**src/rtl/fot_pkg.sv**
```systemverilog
// Shared types and constants for the fork ownership table.
package fot_pkg;

	localparam int NUM_FORKS = 1024;
	localparam int IDX_W     = $clog2(NUM_FORKS);
	localparam int Q_DEPTH   = 4;
	localparam int QP_W      = $clog2(Q_DEPTH);
	localparam int QC_W      = $clog2(Q_DEPTH + 1);

	localparam logic [1:0] FUNC_INIT    = 2'd0;
	localparam logic [1:0] FUNC_ACQUIRE = 2'd1;
	localparam logic [1:0] FUNC_STOP    = 2'd2;
	localparam logic [1:0] FUNC_UNLOCK  = 2'd3;

	typedef struct packed {
		logic [1:0] func;
		logic [9:0] edge_index;
		logic       side;
		logic       init_owner;
	} cmd_t;

	typedef struct packed {
		logic granted;
		logic owner_now;
		logic dirty_now;
		logic locked_now;
		logic requested_now;
	} result_t;

	typedef enum logic [1:0] {
		OP_INIT    = 2'd0,
		OP_ACQUIRE = 2'd1,
		OP_STOP    = 2'd2,
		OP_UNLOCK  = 2'd3
	} op_t;

	// one decoded item as it sits in the queue
	typedef struct packed {
		op_t              op;
		logic [IDX_W-1:0] idx;
		logic             side;
		logic             init_owner;
	} item_t;

	typedef struct packed {
		logic owner;
		logic dirty;
		logic locked;
		logic requested;
	} flags_t;

endpackage

```
**src/rtl/fot_back.sv**
```systemverilog
// Back end: flag table memory, read-modify-write and result register.
module fot_back import fot_pkg::*; (
	input  logic    clk,
	input  logic    arst_n,
	input  logic    head_valid,
	input  item_t   head,
	output logic    pop,
	output logic    done,
	output result_t result
);

	flags_t  mem [NUM_FORKS];
	flags_t  rd_q;
	item_t   item_s1;
	logic    valid_s1;
	logic    fwd_s1;
	flags_t  fwd_q;
	flags_t  cur;
	flags_t  nxt;
	logic    grant;
	result_t result_q;
	logic    done_q;

	// back end never stalls: take a beat whenever one is queued
	assign pop = head_valid;

	assign cur = fwd_s1 ? fwd_q : rd_q;

	always_comb begin
		nxt   = cur;
		grant = 1'b0;
		unique case (item_s1.op)
			OP_INIT: begin
				nxt = '{owner: item_s1.init_owner, dirty: 1'b1, locked: 1'b0,
					requested: 1'b0};
			end
			OP_ACQUIRE: begin
				if (cur.owner == item_s1.side) begin
					nxt.locked = 1'b1;
				end else if (cur.dirty && !cur.locked) begin
					nxt = '{owner: item_s1.side, dirty: 1'b0, locked: 1'b1,
						requested: 1'b0};
				end else begin
					nxt.requested = 1'b1;
				end
				grant = (nxt.owner == item_s1.side) && nxt.locked;
			end
			OP_STOP: begin
				nxt.locked = 1'b0;
				nxt.dirty  = 1'b1;
				if (cur.requested) begin
					nxt.owner     = !cur.owner;
					nxt.dirty     = 1'b0;
					nxt.requested = 1'b0;
				end
			end
			OP_UNLOCK: begin
				if (cur.owner == item_s1.side && cur.locked) begin
					nxt.locked = 1'b0;
				end
				if (cur.owner == item_s1.side && cur.dirty && cur.requested) begin
					nxt.owner = !cur.owner;
					nxt.dirty = 1'b0;
				end
			end
			default: nxt = cur;
		endcase
	end

	// table: read for the popped beat, write back the finished one
	always_ff @(posedge clk) begin
		if (pop) begin
			rd_q <= mem[head.idx];
		end
		if (valid_s1) begin
			mem[item_s1.idx] <= nxt;
		end
	end

	always_ff @(posedge clk) begin
		if (pop) begin
			item_s1 <= head;
			fwd_q   <= nxt;
		end
		if (valid_s1) begin
			result_q <= '{granted: grant, owner_now: nxt.owner, dirty_now: nxt.dirty,
				locked_now: nxt.locked, requested_now: nxt.requested};
		end
	end

	always_ff @(posedge clk or negedge arst_n) begin
		if (!arst_n) begin
			valid_s1 <= 1'b0;
			fwd_s1   <= 1'b0;
			done_q   <= 1'b0;
		end else begin
			valid_s1 <= pop;
			// back-to-back beats on the same entry: the read sees the old value
			fwd_s1   <= pop && valid_s1 && (head.idx == item_s1.idx);
			done_q   <= valid_s1;
		end
	end

	assign done   = done_q;
	assign result = result_q;

`ifndef SYNTHESIS
	a_done_follows_s1: assert property (@(posedge clk) disable iff (!arst_n)
		done_q |-> $past(valid_s1))
		else $error("result strobe without a beat in flight");

	a_fwd_needs_s1: assert property (@(posedge clk) disable iff (!arst_n)
		fwd_s1 |-> valid_s1)
		else $error("forwarding flag without a beat in stage 1");

	a_grant_locked: assert property (@(posedge clk) disable iff (!arst_n)
		done_q && result_q.granted |-> result_q.locked_now)
		else $error("grant reported on an unlocked fork");

	a_grant_acquire: assert property (@(posedge clk) disable iff (!arst_n)
		valid_s1 && item_s1.op != OP_ACQUIRE |=> !result_q.granted)
		else $error("grant reported for an operation other than acquire");
`endif

endmodule

```
**config.mk**
```make
export PLATFORM = sky130hd
export DESIGN_NAME = fot_back
export DESIGN_NICKNAME = d
export VERILOG_FILES = /design/src/rtl/fot_pkg.sv /design/src/rtl/fot_back.sv
export SDC_FILE = /design/constraint.sdc
export NUM_CORES = 2
export LEC_CHECK = 0
export BUFFER_PORTS_ARGS = -buffer_cell sky130_fd_sc_hd__buf_2
export CAP_MARGIN = 20
export CORE_MARGIN = 4
export CORE_UTILIZATION = 50
export CTS_BUF_LIST = sky130_fd_sc_hd__clkbuf_2
export CTS_CLUSTER_DIAMETER = 100
export DETAILED_ROUTE_END_ITERATION = 12
export HOLD_SLACK_MARGIN = 0.03
export PLACE_DENSITY = 0.76
export SLEW_MARGIN = 20
export SYNTH_ARGS = -nofsm -noshare
export SYNTH_HDL_FRONTEND = slang
export SYNTH_SLANG_ARGS = --single-unit
```
**constraint.sdc**
```tcl
create_clock -name clk -period 68.7 [get_ports clk]
set_clock_uncertainty 0.1 [all_clocks]
set_input_delay 17.175 -clock clk [delete_from_list [all_inputs] [get_ports clk]]
set_output_delay 17.175 -clock clk [all_outputs]
set_load 0.02 [all_outputs]
```
==> Word level (Yosys, flattened, before mapping) <==
Memories as Yosys holds them, arrays and structs flattened. A register that Yosys moved wholly into a read port is not among the register bits.
Index checks and enable logic that the tools add are counted.
{ "word_totals": {"ff_bits": 26, "mem_bits_rw": 4096, "in_bits": 17, "output_inout_bits": 7, "n_memories": 1} }
{ "op_classes": {"n_eq_ne": 6, "muxes": 15, "n_reduce_logical": 11} }
{ "memory_table": {"columns": ["memory", "depth", "width", "read_ports", "rd_clocked_by_memory_dff", "wr", "line", "source"], "rows": [
  ["mem", 1024, 4, 1, 1, 1, "fot_back.sv:12", "flags_t mem [NUM_FORKS];"]
]} }
{ "op_table": {"columns": ["operator", "count"], "rows": [
  ["$pmux W3 S4", 1],
  ["$eq A10 B10 Y1", 1],
  ["$mux W2", 4],
  ["$logic_and A1 B1 Y1", 7],
  ["$mux W1", 7],
  ["$eq A2 B2 Y1 const B", 2],
  ["$mux W4", 1],
  ["$mux W3", 1],
  ["$eq A1 B1 Y1", 2],
  ["$eq A2 B1 Y1 const B", 1],
  ["$logic_not A1 Y1", 2],
  ["$logic_not A2 Y1", 1],
  ["$pmux W1 S2", 1],
  ["$reduce_or A2 Y1", 1]
]} }

==> Logic depth before layout (Yosys ltp) <==
{ "depth": {"depth_word": 8, "ltp_mapped": 15, "mapped_depth_nobuf": 8} }

==> Worst setup path before layout <==
Ideal clock, no wire load.
{ "synth_timing": {"kind": "register -> register", "startpoint": "reg fwd_s1", "endpoint": "reg fwd_q[2] (netlist name) (data pin)", "arrival_time_ps": 31569, "required_time_ps": 62285, "setup_slack_ps": 30716, "path_stages_with_launch": 5, "path_buffers": 0, "period_less_slack_ps": 37984, "cell_sequence": "dfrtp_1 -> mux2i_1 -> xnor2_1 -> nand2_1 -> a31oi_1"} }
{ "synth_lines": {"columns": ["item", "line", "source"], "rows": [
  ["start: declaration", "fot_back.sv:16", "logic fwd_s1;"],
  ["start signal: assignment", "fot_back.sv:99", "fwd_s1 <= pop && valid_s1 && (head.idx == item_s1.idx);"],
  ["end signal: assignment", "fot_back.sv:83", "fwd_q <= nxt;"],
  ["end: declaration", "fot_back.sv:17", "flags_t fwd_q;"]
]} }

==> Worst setup path in the final report <==
{ "layout_timing": {"startpoint": "in head_valid", "endpoint": "out pop"} }
{ "layout_lines": {"columns": ["item", "line", "source"], "rows": [
  ["start: declaration", "fot_back.sv:5", "input logic head_valid,"],
  ["end: declaration", "fot_back.sv:7", "output logic pop,"]
]} }
No word-level cell between the ends.

==> flow_summary_export.csv <==
group,metric,value,unit
timing,worst_pin_slew,1.22,ns
power_and_ir_drop,power_density,27.0,nW/um^2
cts,clockBufferDepth,4,
yosys,ys_warn_count,0,
timing,rsz0062_at_grt,"false",
cts,post_cts_buffers,0,
placement,finalWeightedCongestion,0.882,
setup_path,cp_data_required_time,51.42,ns
route,drt_wl_total,427,mm
die,initial_core_util,50.4,%
cts,cts_htree_levels,6,
yosys,synth_commonest_cells,"edfxtp_1 (4123), nor2_1 (1078), mux4_2 (849)",
placement,placed_cells,12300,
setup_path,r2r-start,"fwd_s1$_DFF_PN0_",
power_and_ir_drop,pwr-share-comb,7.3,%
power_and_ir_drop,leakage,56.0,nW
route,routed_via_density,6.32,
yosys,yosys.area_share.simple,3.85,%
power_and_ir_drop,p_sw_share,25.9,%
cells_and_area,syn_to_final_growth,7.75,%
yosys,synth_cell_types,77,
yosys,syn_avg_cell_area,19.5,sq um
placement,portBuffers,23,
route,firstDrtPassIters,6,
cts,cts.sinks,4126,
die,pin_count,24,
setup_path,path_class,"in -> out",
yosys,synth_top_cell_by_area,"edfxtp_1",
setup_path,critPathLaunchType,"input pin",
placement,dpl.hpwl,247,mm
cts,cts-root-buf,"clkbuf_2",
power_and_ir_drop,vdd_drop_max,16.5,uV
timing,final_hold_viol_count,0,
setup_path,cpMaxStageDelayCell,"buf_2",
yosys,syn-num-nets,8411,
cts,post_cts_resized,0,
power_and_ir_drop,power.internal,3.53,mW
timing,post-route-period-util,51.2,%
die,die_h,580,microns
yosys,synth_edf_count,4123,
yosys,synth_area,164000,sq um
setup_path,crit_start,"head_valid",
timing,fmax,28.4,MHz
cells_and_area,postLayoutCoreUtil,54.3,%
yosys,syn_inst,8394,
power_and_ir_drop,seqPwrFrac,60.2,%
route,drtAntennaViolNets,0,
yosys,synthArstFlopShare,0.0727,%
cts,clock_latency,2.29,ns
setup_path,critical_path_buf_inv_count,2,
power_and_ir_drop,p_total,4.77,mW
setup_path,ff2ff_setup_slack,63.00,ns
grt,grt-ovfl-total,0,
cts,cts_tree,"yes",
setup_path,path_depth,2,
power_and_ir_drop,clock_power_share,32.5,%
yosys,ys_seq_area_share,75.6,%
yosys,yosysMostFrequentCell,"edfxtp_1",
route,vias,88700,
yosys,synth-seq-cells,4126,
die,die-area,337000,sq um
setup_path,cp_common_cell,"buf_2",
timing,slew_viol_final,0,
grt,grt_pass1_vias,89900,
setup_path,cp_max_fo,25,
yosys,synthXorXnorAreaFrac,0.0588,%
timing,finalSetupViolations,0,
outcome,status,"complete, no violations",
hold_path,worstHoldPathType,"reg -> reg",
grt,grtUsageTotal,24.9,%
setup_path,cpLargestDelayFamily,"buffers and inverters",
cells_and_area,drive_gt1_share,27.1,%
setup_path,critPathMaxStageDelay,0.45,ns
setup_path,rr_endpoint,"mem[482][0]$_DFFE_PP_",
route,drc_errors,0,
setup_path,rr_worst_depth,9,
timing,finalSetupTns,0,ns
yosys,synth_compound_area_share,3.25,%
yosys,synthAdderAreaFrac,0,%
die,die_x,580,microns
power_and_ir_drop,p_switching,1.23,mW
route,wire_per_inst,30.4,microns
hold_path,min_path_cells,0,
setup_path,crit_path_end_kind,"output pin",
timing,fin_crit,35.17,ns
timing,slew_headroom,18.3,%
yosys,synth_top_family_by_area,"multiplexers",
grt,antenna_found_initial,20,
yosys,synthMuxAreaShare,14.8,%
cts,clk_pin_slew_worst_paths,0.11,ns
grt,grt_first_pass_wirelength,618,mm
run,drv_cap,0,
yosys,yosys.area.top_type_share,75.6,%
cells_and_area,post_layout_nonfiller_instances,14000,
die,num_rows,209,
cts,cts_made_buffers,920,
yosys,synthTopCellsByArea,"edfxtp_1 (76%), mux4_2 (12%), mux2i_1 (2.9%), nor2_1 (2.5%), o221ai_1 (0.88%)",
die,placeableCoreArea,325000,sq um
timing,holdWs,0.455,ns
grt,grt_max_degree,239,
setup_path,path_cells,"buf_2, buf_2",
route,drtIter0Drc,13200,
cells_and_area,nets,8950,
cts,cts-hold-fix-buffers,0,
setup_path,cp_data_arrival_time,17.90,ns
yosys,yosys_most_used_dff,"edfxtp_1",
setup_path,endpoint,"pop",
[state kept, by name (all words and copies together) (netlist names)]
signal,cells
mem,4096
item_s1,14
result,5
fwd_q,4
rd_q,4
done,1
fwd_s1,1
valid_s1,1
[metal layers]
metal  global-route usage (%)  share of wire [%]  vias to the layer above
li1                         -                  -                    36000
met1                     32.0                 34                    44800
met2                     38.7                 47                     6664
met3                     7.82                 14                     1117
met4                     12.6                5.3                       12
met5                        0              0.021                        -
[cell usage in the layout, fill, tap and decap left out, drive strengths merged, types with 20 or more instances in the layout]
cell	count
edfxtp	4123
clkbuf	1345
nor2	1078
mux4	858
mux2i	469
clkinv	284
buf	226
nand2	168
o221ai	165
a21oi	156
o22ai	104
a22oi	100
o21ai	93
nand3	79
nor3	60
inv	41
a221oi	30
nor4	24
mux2	23
nor2b	21
a211oi	20
[logic make-up (layout without fill, tap and decap cells)]
family                    Yosys count  after routing
DFF                              4126           4126
and+or+nand+nor                  1522           1522
muxes                            1350           1350
AOI/OAI and AO/OA                 767            767
buffers and inverters             618           1905
xor gates and xnor gates           11             11
other                               0             16
[power groups by stage]
| stage | Combinational, mW | Clock (mW) | Sequential (mW) |
|---|---|---|---|
| 6_report | 0.349 | 1.55 | 2.87 |
| 5_1_grt | 0.366 | 1.71 | 2.87 |
| 4_1_cts | 0.343 | 1.57 | 2.87 |
| 3_5_place_dp | 0.343 | 0 | 2.93 |
| 3_3_place_gp | 0.328 | 0 | 2.93 |
| 2_1_floorplan | 0.205 | 0 | 3.12 |
[through the flow]
stage          worst slack, ns  instance area (sq um)
2_1_floorplan            30.72                 164000
3_3_place_gp             33.55                 168000
3_5_place_dp             33.52                 168000
4_1_cts                  33.52                 176000
5_1_grt                  33.48                 177000
6_report                 33.53                 177000
[worst min-delay path by stage]
stage,startpoint,end,slack [ns]
3_3_place_gp,valid_s1$_DFF_PN0_,done$_DFF_PN0_,0.40
4_1_cts,valid_s1$_DFF_PN0_,done$_DFF_PN0_,0.45
3_5_place_dp,valid_s1$_DFF_PN0_,done$_DFF_PN0_,0.42
5_1_grt,valid_s1$_DFF_PN0_,done$_DFF_PN0_,0.49
6_report,valid_s1$_DFF_PN0_,done$_DFF_PN0_,0.45
2_1_floorplan,valid_s1$_DFF_PN0_,done$_DFF_PN0_,0.44
[final cells by class]
| type | instances | area (sq um) |
|---|---|---|
| fillers | 24400 | 149000 |
| flip-flops and latches | 4126 | 124000 |
| multi-input cells | 3650 | 36600 |
| clock buffers | 1344 | 6730 |
| well taps | 4325 | 5410 |
| clock inverters | 326 | 1980 |
| repair buffers | 227 | 1910 |
| inverters | 8 | 45.0 |
| diodes | 16 | 40.0 |
Note: power is estimated with default switching activity, not from simulation.
