===== src/rtl/fot_pkg.sv =====
// Shared types and constants for the fork ownership table.
package fot_pkg;

	localparam int NUM_FORKS = 1024;
	localparam int IDX_W     = $clog2(NUM_FORKS);
	localparam int Q_DEPTH   = 4;
	localparam int QP_W      = $clog2(Q_DEPTH);
	localparam int QC_W      = $clog2(Q_DEPTH + 1);

	localparam logic [1:0] FUNC_INIT    = 2'd0;
	localparam logic [1:0] FUNC_ACQUIRE = 2'd1;
	localparam logic [1:0] FUNC_STOP    = 2'd2;
	localparam logic [1:0] FUNC_UNLOCK  = 2'd3;

	typedef struct packed {
		logic [1:0] func;
		logic [9:0] edge_index;
		logic       side;
		logic       init_owner;
	} cmd_t;

	typedef struct packed {
		logic granted;
		logic owner_now;
		logic dirty_now;
		logic locked_now;
		logic requested_now;
	} result_t;

	typedef enum logic [1:0] {
		OP_INIT    = 2'd0,
		OP_ACQUIRE = 2'd1,
		OP_STOP    = 2'd2,
		OP_UNLOCK  = 2'd3
	} op_t;

	// one decoded item as it sits in the queue
	typedef struct packed {
		op_t              op;
		logic [IDX_W-1:0] idx;
		logic             side;
		logic             init_owner;
	} item_t;

	typedef struct packed {
		logic owner;
		logic dirty;
		logic locked;
		logic requested;
	} flags_t;

endpackage


===== src/rtl/fot_front.sv =====
// Front end: takes command beats, decodes them and queues them for the back end.
module fot_front import fot_pkg::*; (
	input  logic  clk,
	input  logic  arst_n,
	input  logic  start,
	input  cmd_t  cmd,
	output logic  busy,
	input  logic  pop,
	output logic  head_valid,
	output item_t head
);

	item_t           queue_q [Q_DEPTH];
	logic [QP_W-1:0] wr_ptr_q;
	logic [QP_W-1:0] rd_ptr_q;
	logic [QC_W-1:0] count_q;
	logic            push;
	logic            do_pop;
	item_t           dec;

	always_comb begin
		unique case (cmd.func)
			FUNC_INIT:    dec.op = OP_INIT;
			FUNC_ACQUIRE: dec.op = OP_ACQUIRE;
			FUNC_STOP:    dec.op = OP_STOP;
			FUNC_UNLOCK:  dec.op = OP_UNLOCK;
			default:      dec.op = OP_INIT;
		endcase
		// table index wraps modulo the table size
		dec.idx        = cmd.edge_index[IDX_W-1:0];
		dec.side       = cmd.side;
		dec.init_owner = cmd.init_owner;
	end

	assign busy       = (count_q == QC_W'(Q_DEPTH));
	assign push       = start && !busy;
	assign head_valid = (count_q != '0);
	assign do_pop     = pop && head_valid;
	assign head       = queue_q[rd_ptr_q];

	always_ff @(posedge clk) begin
		if (push) begin
			queue_q[wr_ptr_q] <= dec;
		end
	end

	always_ff @(posedge clk or negedge arst_n) begin
		if (!arst_n) begin
			wr_ptr_q <= '0;
			rd_ptr_q <= '0;
			count_q  <= '0;
		end else begin
			if (push) begin
				wr_ptr_q <= wr_ptr_q + 1'b1;
			end
			if (do_pop) begin
				rd_ptr_q <= rd_ptr_q + 1'b1;
			end
			if (push && !do_pop) begin
				count_q <= count_q + 1'b1;
			end else if (!push && do_pop) begin
				count_q <= count_q - 1'b1;
			end
		end
	end

endmodule


===== config.mk =====
export PLATFORM = sky130hd
export DESIGN_NAME = fot_front
export DESIGN_NICKNAME = d
export VERILOG_FILES = /design/src/rtl/fot_pkg.sv /design/src/rtl/fot_front.sv
export SDC_FILE = /design/constraint.sdc
export NUM_CORES = 1
export LEC_CHECK = 0
export BUFFER_PORTS_ARGS = -buffer_cell sky130_fd_sc_hd__buf_2
export CAP_MARGIN = 20
export CORE_MARGIN = 2
export CORE_UTILIZATION = 55
export DETAILED_ROUTE_END_ITERATION = 8
export MAX_ROUTING_LAYER = met4
export PLACE_DENSITY = 0.77
export SYNTH_ARGS = -nofsm -noshare
export SYNTH_HDL_FRONTEND = slang
export SYNTH_SLANG_ARGS = --single-unit

===== constraint.sdc =====
create_clock -name clk -period 2.64 [get_ports clk]
set_clock_uncertainty 0.2 [all_clocks]
set_input_delay 0.264 -clock clk [delete_from_list [all_inputs] [get_ports clk]]
set_output_delay 0.264 -clock clk [all_outputs]
set_load 0.05 [all_outputs]

* Word level (Yosys, flattened, before mapping)
Memories as Yosys holds them, arrays and structs flattened.
Index checks and enable logic that the tools add are counted.
Widths: inputs -> output; s select.
** Storage, ports and cells
- Bits in registers :: 7
- Latch bits :: 0
- Memory bits (writable) :: 56
- Bits in read-only memories :: 0
- Bits of input ports :: 18
- Output and inout bits :: 16
- Word-level logic and storage cells :: 27
- Memories kept :: 1
** Memory list
- queue_q :: depth 4, bits a word 14, read ports 1, clocked after Yosys merged registers in 0, write ports 1, RTL line fot_front.sv:13 : item_t queue_q [Q_DEPTH];
** Operators by class
- Add/sub/neg operators :: 4
- $mul :: 0
- Divide/modulo/power cells :: 0
- Magnitude comparators :: 0
- Eq/ne operators :: 4
- Shifts and indexed selects :: 0
- Muxes and demuxes :: 5
- Bitwise operators :: 0
- Reduce and logical (&&, ||, !) cells :: 10
** Operator list (number)
- $pmux 2 s4 :: 1
- $mux 3 :: 2
- $add 2x1->2 const B :: 2
- $eq 2x2->1 const B :: 2
- $logic_and 1x1->1 :: 4
- $add 3x1->3 const B :: 1
- $eq 3x3->1 const B :: 1
- $logic_not 1->1 :: 3
- $reduce_bool 3->1 :: 1
- $sub 3x1->3 const B :: 1
- $eq 2x1->1 const B :: 1
- $logic_not 2->1 :: 1
- $mux 1 :: 2
- $reduce_bool 2->1 :: 1

* Longest topological paths before layout
Gate-level depths: netlist (run 1).
- Word-level depth :: 7
- Gate-level depth with buffers :: 9
- Mapped depth without buffers :: 8

* Worst setup path before layout (run 1)
Ideal clock, no wire load.
- Kind :: register to register
- Start :: register count_q[0]
- End :: register count_q[1]
- Setup time :: 125 ps
- Data arrival time :: 2137 ps
- Required time :: 2315 ps
- Setup slack :: 179 ps
- Cell stages (with the launch flop) :: 8
- Path buffers :: 1
- Clock period less this slack :: 2461 ps
- Cells stage by stage :: dfrtp_1 nor3b_4 nor2b_2 buf_6 ha_1 inv_1 fa_1 mux2_2
** Between the ends
- Longest elaborated chain between the ends :: 6
- Elaborated cells between the ends (all ways) :: 14
- Classes of those cells :: add/sub (2); eq/ne (1); mux (2); reduce/logical (9)
** RTL lines
- start: declaration :: RTL line fot_front.sv:16 : logic [QC_W-1:0] count_q;
- start signal: assignment :: RTL line fot_front.sv:60 : count_q <= count_q + 1'b1;
- start signal: assignment :: RTL line fot_front.sv:62 : count_q <= count_q - 1'b1;
- $eq 3x3->1 (*) :: RTL line fot_front.sv:35 : assign busy = (count_q == QC_W'(Q_DEPTH));
- named net busy :: RTL line fot_front.sv:7 : output logic busy,
- $logic_not 1->1 (*) :: RTL line fot_front.sv:36 : assign push = start && !busy;
- $logic_and 1x1->1 (*) :: RTL line fot_front.sv:36
- named net push :: RTL line fot_front.sv:17 : logic push;
- $logic_not 1->1 :: RTL line fot_front.sv:61 : end else if (!push && do_pop) begin
- $logic_and 1x1->1 :: RTL line fot_front.sv:61
- $reduce_bool 2->1 (no line)
The timed path passes the listed nets; every way through them passes the cells marked *. The select of a mux whose other input is x is not followed.
A chain may end at the register's enable or synchronous reset.

* Final worst setup path (run 1)
- Start :: register count_q[0]
- End :: register count_q[2]
** Between the ends
- Longest elaborated chain between the ends :: 6
- Elaborated cells between the ends (all ways) :: 14
- Classes of those cells :: add/sub (2); eq/ne (1); mux (2); reduce/logical (9)
** RTL lines
- branches (longest 6 deep; another with $sub 3x1->3)
Several ways; the timed one is not identified. The select of a mux whose other input is x is not followed.

==> impl_metrics.tcl, run 1 <==
set metrics [dict create \
    ctsLongestPathBuffers 2 \
    grt_pass1_vias 1282 \
    critPathArrivalTime_ps 2390 \
    cts-root-buf "clkbuf_8" \
    post-route-period-util_pct 88.80 \
    postRouteWirelength_mm 3.854 \
    cts_hold_buf 15 \
    leakage_nw 1.118 \
    die_area_sq_um 5072 \
    max_freq_mhz 426.6 \
    cts_tree "done" \
    synthesis.nets 134 \
    register_area_sq_um 1857 \
    hold_path.class "input port to register" \
    die_y_microns 71.22 \
    core.rowCount 24 \
    maxCapViolCount 0 \
    postCtsResizedCells 0 \
    layout_common_cells "56 x edfxtp_1, 33 x buf_2, 15 x dlygate4sd3_1" \
    area_delta_synth_final_pct 22.26 \
    antenna_found_initial 0 \
    cts_buffers 9 \
    finalMaxSlewViolations 0 \
    routedWlPerCell_microns 17.36 \
    design.core.area_sq_um 4354 \
    setup_viol 0 \
    worstPathRequired_ps 2690 \
    fin_nets 189 \
    p_per_area_nw_per_um2 1248 \
    ir_drop_v 0.0006083 \
    grt_pass1_wl_mm 6.285 \
    antenna_cells 0 \
    crit_path_end_kind "register" \
    yosys_warnings 0 \
    drc 0 \
    dr.pass1.iters 4 \
    ant_nets 0 \
    post_cts.repair.setup_buffers 0 \
    layout-drive-gt1-share_pct 41.76 \
    grt_use_total_pct 17.95 \
    synth_cell_types 22 \
    gp_congestion 0.6980 \
    grt_max_degree 16 \
    rsz0062_at_grt "no" \
    first_iter_violations 100 \
    setup-tns-final_ps 0 \
    htreeDepth 3 \
    overflow 0 \
    multi_input_area_sq_um 561.8 \
    pin_count 34 \
    port_buffers 33 \
    fin_crit_ps 2344 \
    cts_sinks 63 \
    crit_fanout 4 \
    netlist_area_sq_um 2485 \
    hold_violations 0 \
    final.fill_count 267 \
    start_kind "register" \
    tightest_slew_ps 693.8 \
    slew_headroom_pct 53.75 \
    layout_commonest_cell "edfxtp_1" \
    vias_per_cell 5.306 \
    start_util_pct 57.07 \
    seq_area_frac_synth_pct 74.72 \
    num_vias 1178 \
    clk_latency_ps 320 \
    synth.avg_cell_area_sq_um 22.59 \
    status "finished clean" \
    clk_pin_slew_ps 60 \
    synth-seq-cells 63 \
    syn-instance-count 110 \
    hpwl_mm 2.395 \
    die_x_microns 71.22 \
    critPathKind "register to register" \
    post-route-util_pct 69.77 \
]
==> through the flow <==
step	hold slack (ps)	worst slack [ps]	total power [mW]	cell area, sq um	std cells
4_1_cts	30.27	263.5	3.833	3038	222
2_1_floorplan	-231.6	178.8	2.680	2485	110
3_5_place_dp	-92.25	290.0	2.948	2675	191
6_report	33.64	295.7	3.790	3038	222
3_3_place_gp	-101.2	410.8	2.898	2675	191
5_1_grt	37.12	126.9	3.983	3038	222
==> area by class of cell <==
class	count	area share (%)
sequential	63	61.12
multi-input combinational	38	18.49
timing repair buffer	50	10.87
clock buffer	10	4.201
clock inverter	6	2.801
tap	52	2.142
inverter	3	0.3707
==> worst max-delay path, cell delays in order (launching register included) <==
cell and delay [ps]:
dfrtp_1 460, or3_4 430, nand2_1 120, ha_1 210, inv_1 70, fa_1 380, xor2_1 150, nor2_1 110
xor2_1 150
==> report_power, final <==
part / internal, mW / total (mW) / switching (mW)
clock: 0.528 / 0.870 / 0.341
sequential: 1.34 / 1.48 / 0.141
combinational: 0.512 / 1.44 / 0.932
total: 2.38 / 3.79 / 1.41
==> flip-flops by register name, indices dropped and copies added, names as in the netlist <==
register and cells:
count_q 3, queue_q 56, rd_ptr_q 2, wr_ptr_q 2
==> per-layer routing <==
layer	wire length [microns]	track usage, %	part of all wire [%]
met5	0	-	0
met4	53	6.289	1.4
met3	177	6.470	4.6
met2	2006	29.84	52
met1	1617	20.18	42
==> worst paths after layout <==
check                                  startpoint                 endpoint  slack [ps]  depth (start not counted)
max                        count_q[0]$_DFFE_PN0P_   count_q[2]$_DFFE_PN0P_         300                          8
max reg2reg                count_q[0]$_DFFE_PN0P_   count_q[2]$_DFFE_PN0P_         300                          8
min reg2reg                count_q[2]$_DFFE_PN0P_   count_q[2]$_DFFE_PN0P_         310                          1
max in group asynchronous                  arst_n   count_q[0]$_DFFE_PN0P_        1980                          2
min in group asynchronous                  arst_n   count_q[1]$_DFFE_PN0P_         100                          2
min                                           pop  rd_ptr_q[1]$_DFFE_PN0P_          30                          3
==> synthesized netlist by cell type <==
library cell	number	area share, %
and2_2	4	1.2
buf_12	1	0.81
buf_2	1	0.20
buf_6	2	0.91
clkbuf_1	2	0.30
dfrtp_1	7	7.0
edfxtp_1	56	68
fa_1	1	0.81
ha_1	5	2.5
inv_1	3	0.45
mux2_2	1	0.45
mux2_4	1	0.60
mux4_1	1	1.1
mux4_2	13	12
nand2_1	1	0.15
nand3_1	1	0.20
nor2_1	1	0.15
nor2b_2	1	0.35
nor3b_4	1	0.76
or3_4	1	0.45
xnor2_1	4	1.4
xor2_1	2	0.71
==> cells by family after synthesis <==
kind of cell	Yosys count	synth area share [%]
DFF	63	74.72
muxes	16	13.90
and+or+nand+nor	10	3.273
buffers and inverters	9	2.669
xor gates and xnor gates	6	2.115
adders and majority gates	6	3.323
(Power assumes the default switching activity.)
==> run 2: changes to the inputs <==
==> constraint.sdc (replaced) <==
create_clock -name clk -period 2.8 [get_ports clk]
set_clock_uncertainty 0.2 [all_clocks]
set_input_delay 0.28 -clock clk [delete_from_list [all_inputs] [get_ports clk]]
set_output_delay 0.28 -clock clk [all_outputs]
set_load 0.05 [all_outputs]
==> run 2 against run 1 <==
Against the previous run: routed wire length rose by 2.3%; worst setup slack improved by 180 ps; clock power fell by 4.9%; combinational power is 6% lower; non-clock buffer count shrank 1; first-iteration DRC count grew 2.0%; maximum frequency increased by 1.1%; critical path depth did not move; critical path type unchanged; largest cell class unchanged; highest routed layer unchanged.
==> impl_metrics.tcl, run 2 (synthesized netlist as in run 1, its figures left out) <==
set metrics [dict create \
    ir_drop_v 0.0006947 \
    core.rowCount 24 \
    die_x_microns 71.22 \
    grt_max_degree 16 \
    reg2reg_depth 8 \
    worstHoldStart "pop" \
    reg_top3 "queue_q: 56 flops, count_q: 3 flops" \
    reg2reg_from "count_q[0]$_DFFE_PN0P_" \
    die_y_microns 71.22 \
    overflow 0 \
    layout_commonest_cell "edfxtp_1" \
    dr.pass1.iters 4 \
    hold_path.class "input port to register" \
    regMostFlops "queue_q" \
    critPathMostFrequentCell "xor2_1" \
    p_int_mw 2.233 \
    grt_use_total_pct 18.44 \
    post-route-period-util_pct 82.83 \
    cpPeakStageDelay_ps 460 \
    cts_buffers 9 \
    routedWlPerCell_microns 17.84 \
    start_util_pct 57.07 \
    hold-path-cell-count 3 \
    hpwl_mm 2.398 \
    cts_hold_buf 15 \
    grt_pass1_vias 1304 \
    critPathArrivalTime_ps 2360 \
    num_vias 1173 \
    cts_tree "done" \
    fin_crit_ps 2319 \
    maxCapViolCount 0 \
    tightest_slew_ps 659.4 \
    max_freq_mhz 431.2 \
    port_buffers 33 \
    pin_count 34 \
    post_cts.repair.setup_buffers 0 \
    layout-drive-gt1-share_pct 41.42 \
    clk_latency_ps 320 \
    largest_reg_flops 56 \
    p_comb_share_pct 37.8 \
    critPathKind "register to register" \
    p_per_area_nw_per_um2 1179 \
    slew_headroom_pct 56.04 \
    start_kind "register" \
    gp_congestion 0.7596 \
    postCtsResizedCells 0 \
    setup_viol 0 \
    area_delta_synth_final_pct 21.95 \
    worstHoldEndpoint "rd_ptr_q[1]$_DFFE_PN0P_" \
    p_sw_share_pct 37.54 \
    finalMaxSlewViolations 0 \
    crit_path_end_kind "register" \
    rsz0062_at_grt "no" \
    cp_slowest_cell "dfrtp_1" \
    seqPwrFrac_pct 39.1 \
    leakage_nw 1.113 \
    total_power_mw 3.574 \
    grt_pass1_wl_mm 6.451 \
    postRouteWirelength_mm 3.943 \
    vias_per_cell 5.308 \
    antenna_found_initial 0 \
    p_sw_mw 1.342 \
    r2r_end "count_q[2]$_DFFE_PN0P_" \
    rrSetupSlack_ps 480 \
    crit_chain "or3_4 > nand2_1 > ha_1 > inv_1 > fa_1 > xor2_1 > nor2_1 > xor2_1" \
    status "finished clean" \
    clk_pin_slew_ps 60 \
    hold_violations 0 \
    cts_sinks 63 \
    die_area_sq_um 5072 \
    htreeDepth 3 \
    layout_common_cells "56 x edfxtp_1, 33 x buf_2, 15 x dlygate4sd3_1" \
    design.core.area_sq_um 4354 \
    power_frac_clock_pct 23.1 \
    ctsLongestPathBuffers 2 \
    worstPathRequired_ps 2850 \
    antenna_cells 0 \
    crit_fanout 4 \
    ant_nets 0 \
    first_iter_violations 102 \
    setup-tns-final_ps 0 \
    fin_nets 188 \
    cts-root-buf "clkbuf_8" \
    drc 0 \
]
[run 2: through the flow]
| step | util [%] | std cells | area, sq um | setup WS, ps | hold slack [ps] |
|---|---|---|---|---|---|
| floorplan | - | 110 | 2485 | 338.8 | -215.6 |
| global placement | 61.26 | 190 | 2668 | 577.8 | -82.11 |
| detailed placement | 61.26 | 190 | 2668 | 495.5 | -72.18 |
| CTS | 69.60 | 221 | 3030 | 443.1 | 64.74 |
| global route | 69.60 | 221 | 3030 | 353.0 | 72.81 |
| finish | 69.60 | 221 | 3030 | 480.6 | 74.72 |
[run 2: how the worst max path moves through the flow]
| stage | start | to | slack (ps) | depth (start not counted) |
|---|---|---|---|---|
| after floorplan | count_q[0]$_DFFE_PN0P_ | count_q[1]$_DFFE_PN0P_ | 340 | 7 |
| after global placement | count_q[0]$_DFFE_PN0P_ | count_q[2]$_DFFE_PN0P_ | 580 | 8 |
| after detailed placement | count_q[0]$_DFFE_PN0P_ | count_q[2]$_DFFE_PN0P_ | 500 | 8 |
| after CTS | rd_ptr_q[0]$_DFFE_PN0P_ | head[1] | 440 | 3 |
| after global routing | rd_ptr_q[0]$_DFFE_PN0P_ | head[1] | 350 | 3 |
| final | count_q[0]$_DFFE_PN0P_ | count_q[2]$_DFFE_PN0P_ | 480 | 8 |
[run 2: final cells by class]
cell class	instances	area, sq um
Sequential cell	63	1857
Clock buffer	10	127.6
Inverter	3	11.26
Timing Repair Buffer	49	322.8
Fill cell	270	1324
Clock inverter	6	85.08
Multi-Input combinational cell	38	561.8
Tap cell	52	65.06
[run 2: worst max-delay path, delay by kind of cell, from the launching register on]
family | cells | cell delay [ps]
XOR/XNOR | 2 | 300
flip-flops | 1 | 460
buffers and inverters | 1 | 60
adder cells (fa/ha/maj) | 2 | 570
AND/OR/NAND/NOR | 3 | 660
[run 2: layer usage]
layer	vias to the layer above	GRT usage, %	part of all wire, %
li1	543	-	-
met1	597	22.34	41
met2	31	29.12	54
met3	2	6.751	4.5
met4	0	6.080	0.18
met5	-	-	0
[run 2: power groups by stage]
stage               Combinational (mW)  Clock, mW  Sequential, mW
floorplan                         1.18          0            1.35
global placement                  1.32          0            1.40
detailed placement                1.35          0            1.42
CTS                               1.38      0.844            1.40
global route                      1.44      0.891            1.42
finish                            1.35      0.827            1.40
==> run 3: changes to the inputs <==
--- a/config.mk
+++ b/config.mk
@@ -5,13 +5,14 @@
 export SDC_FILE = /design/constraint.sdc
 export NUM_CORES = 1
 export LEC_CHECK = 0
+export ABC_AREA = 1
 export BUFFER_PORTS_ARGS = -buffer_cell sky130_fd_sc_hd__buf_2
 export CAP_MARGIN = 20
 export CORE_MARGIN = 2
 export CORE_UTILIZATION = 55
 export DETAILED_ROUTE_END_ITERATION = 8
 export MAX_ROUTING_LAYER = met4
-export PLACE_DENSITY = 0.77
+export PLACE_DENSITY = 0.76
 export SYNTH_ARGS = -nofsm -noshare
 export SYNTH_HDL_FRONTEND = slang
 export SYNTH_SLANG_ARGS = --single-unit
==> constraint.sdc (replaced) <==
create_clock -name clk -period 2.38 [get_ports clk]
set_clock_uncertainty 0.2 [all_clocks]
set_input_delay 0.238 -clock clk [delete_from_list [all_inputs] [get_ports clk]]
set_output_delay 0.238 -clock clk [all_outputs]
set_load 0.05 [all_outputs]
==> run 3 against run 2 <==
Against the previous run: synthesized area grew 11%; non-clock buffer count grew 10; critical path depth shrank 3; hold slack lost 2.5 ps; synthesized cell count grew 110%; worst setup slack lost 300 ps; utilization grew 2.0 points; total power grew 34%; critical path type is now register to output port; largest power group is now combinational logic.
==> impl_metrics.tcl, run 3 <==
set metrics [dict create \
    grt.met1_usage_pct 23.49 \
    slew_headroom_pct 64.22 \
    ant_nets 0 \
    synth_flop_cell "edfxtp_1" \
    clk_pin_slew_ps 60 \
    cp_slowest_cell "dfrtp_1" \
    layout_commonest_cell "nand2_1" \
    post-route-period-util_pct 92.45 \
    cts_tree "done" \
    crit_path_end_kind "output port" \
    layout-drive-gt1-share_pct 25.52 \
    gp_congestion 0.7573 \
    fin_nets 309 \
    finalMaxSlewViolations 0 \
    die_x_microns 74.81 \
    grt_max_degree 22 \
    ctsLongestPathBuffers 2 \
    cts-root-buf "clkbuf_8" \
    rsz0062_at_grt "no" \
    postCtsResizedCells 0 \
    area_delta_synth_final_pct 24.23 \
    die_y_microns 74.81 \
    htreeDepth 3 \
    vias_per_cell 4.866 \
    tightest_slew_ps 536.7 \
    grt-busiest-layer "met2" \
    cts_buffers 9 \
    seq_area_frac_synth_pct 67.33 \
    hold_violations 0 \
    status "finished clean" \
    start_kind "register" \
    dr.pass1.iters 4 \
    overflow 0 \
    start_util_pct 57.62 \
    grt_pass1_wl_mm 7.452 \
    routedWlPerCell_microns 13.06 \
    clk_latency_ps 330 \
    leakage_nw 1.501 \
    postRouteWirelength_mm 4.663 \
    drc 0 \
    regMostFlops "queue_q" \
    post_cts.repair.setup_buffers 0 \
    reg_top3 "queue_q: 56 flops, count_q: 3 flops" \
    crit_fanout 21 \
    pin_count 34 \
    cts_sinks 63 \
    synthArstFlopShare_pct 11.11 \
    placedCellCount 324 \
    fin_crit_ps 2200 \
    synth-edff-count 56 \
    synth.avg_cell_area_sq_um 12.20 \
    critPathKind "register to output port" \
    synth_top_cells_by_count "59 x nand2_1, 56 x edfxtp_1, 40 x inv_1" \
    layout_common_cells "59 x nand2_1, 56 x edfxtp_1, 40 x inv_1" \
    final_cells 357 \
    synth-seq-cells 63 \
    design.core.area_sq_um 4786 \
    p_per_area_nw_per_um2 1397 \
    maxCapViolCount 0 \
    yosysTopAreaCell "edfxtp_1" \
    antenna_cells 0 \
    dpl_cell_area_sq_um 3019 \
    first_iter_violations 115 \
    synth.most_common_cell "nand2_1" \
    syn-instance-count 226 \
    grt_use_met3_pct 6.693 \
    yosys_warnings 0 \
    critPathArrivalTime_ps 1760 \
    worstPathRequired_ps 1940 \
    die_area_sq_um 5597 \
    max_freq_mhz 454.5 \
    netlist_area_sq_um 2758 \
    hold_path.class "input port to async pin" \
    setup_viol 0 \
    grt_use_total_pct 19.72 \
    num_vias 1737 \
    cpPeakStageDelay_ps 410 \
    crit_chain "inv_2 > buf_12 > o211ai_1 > nand2_1 > buf_2" \
    synth_cell_types 19 \
    setup-tns-final_ps 0 \
    stdcell_area_sq_um 3426 \
    synthTopCellsByArea "edfxtp_1 61%, nand2_1 8.0%, dfrtp_1 6.4%" \
    port_buffers 33 \
    ir_drop_v 0.001022 \
    largest_reg_flops 56 \
    use_met2_pct 30.88 \
    grt_pass1_vias 1594 \
    synthesis.nets 250 \
    hpwl_mm 2.947 \
    antenna_found_initial 0 \
    cts_hold_buf 17 \
    yosysTopAreaCellShare_pct 60.98 \
    core.rowCount 25 \
]
## run 3: worst max-delay path, delay by kind of cell (launching register included)
kind,cells,cell delay [ps]
AOI/OAI and AO/OA,1,100
buffers and inverters,3,810
DFF,1,410
and+or+nand+nor,1,110
## run 3: power by group
part | internal [mW] | switching (mW)
Combinational | 0.595 | 1.49
Sequential | 1.47 | 0.137
Clock | 0.692 | 0.395
## run 3: final cells by class
type / count / area, sq um
fill: 343 / 1360
inverter: 45 / 171.4
multi-input combinational: 107 / 649.4
tap: 67 / 83.83
sequential: 63 / 1857
clock inverter: 6 / 108.9
timing repair buffer: 59 / 427.9
clock buffer: 10 / 127.6
## run 3: layer usage
layer	up-vias	share of wire [%]
li1	875	-
met1	800	42
met2	56	51
met3	6	5.8
met4	0	1.4
met5	-	0
## run 3: logic make-up after synthesis
| group | Yosys count | share of synthesized area (%) |
|---|---|---|
| XOR/XNOR | 1 | 0.3177 |
| buffers and inverters | 56 | 9.120 |
| AO/OA/AOI/OAI | 29 | 10.16 |
| adder cells (fa/ha/maj) | 6 | 2.995 |
| AND/OR/NAND/NOR | 71 | 10.07 |
| flip-flops | 63 | 67.33 |
## run 3: final timing paths
| kind | startpoint | to | slack (ps) | depth (start not counted) |
|---|---|---|---|---|
| hold / removal | arst_n | rd_ptr_q[0]$_DFFE_PN0P_ | 70 | 2 |
| max in group asynchronous | arst_n | rd_ptr_q[1]$_DFFE_PN0P_ | 1750 | 2 |
| setup / recovery | rd_ptr_q[0]$_DFFE_PN0P_ | head[5] | 180 | 5 |
| min in group clk | count_q[2]$_DFFE_PN0P_ | count_q[2]$_DFFE_PN0P_ | 320 | 2 |
| setup reg to reg | count_q[0]$_DFFE_PN0P_ | count_q[2]$_DFFE_PN0P_ | 290 | 11 |
| hold reg to reg | count_q[2]$_DFFE_PN0P_ | count_q[2]$_DFFE_PN0P_ | 320 | 2 |
## run 3: per-stage QoR
step           util (%)  setup slack [ps]  hold WS [ps]  total power [mW]
4_1_cts           71.58             159.3         49.03             4.819
5_1_grt           71.58             57.44         63.84             5.063
2_1_floorplan         -             73.47        -257.6             3.250
6_report          71.58             179.7         72.26             4.785
3_5_place_dp      63.09             303.2        -123.8             3.708
3_3_place_gp      63.09             360.0        -119.9             3.659
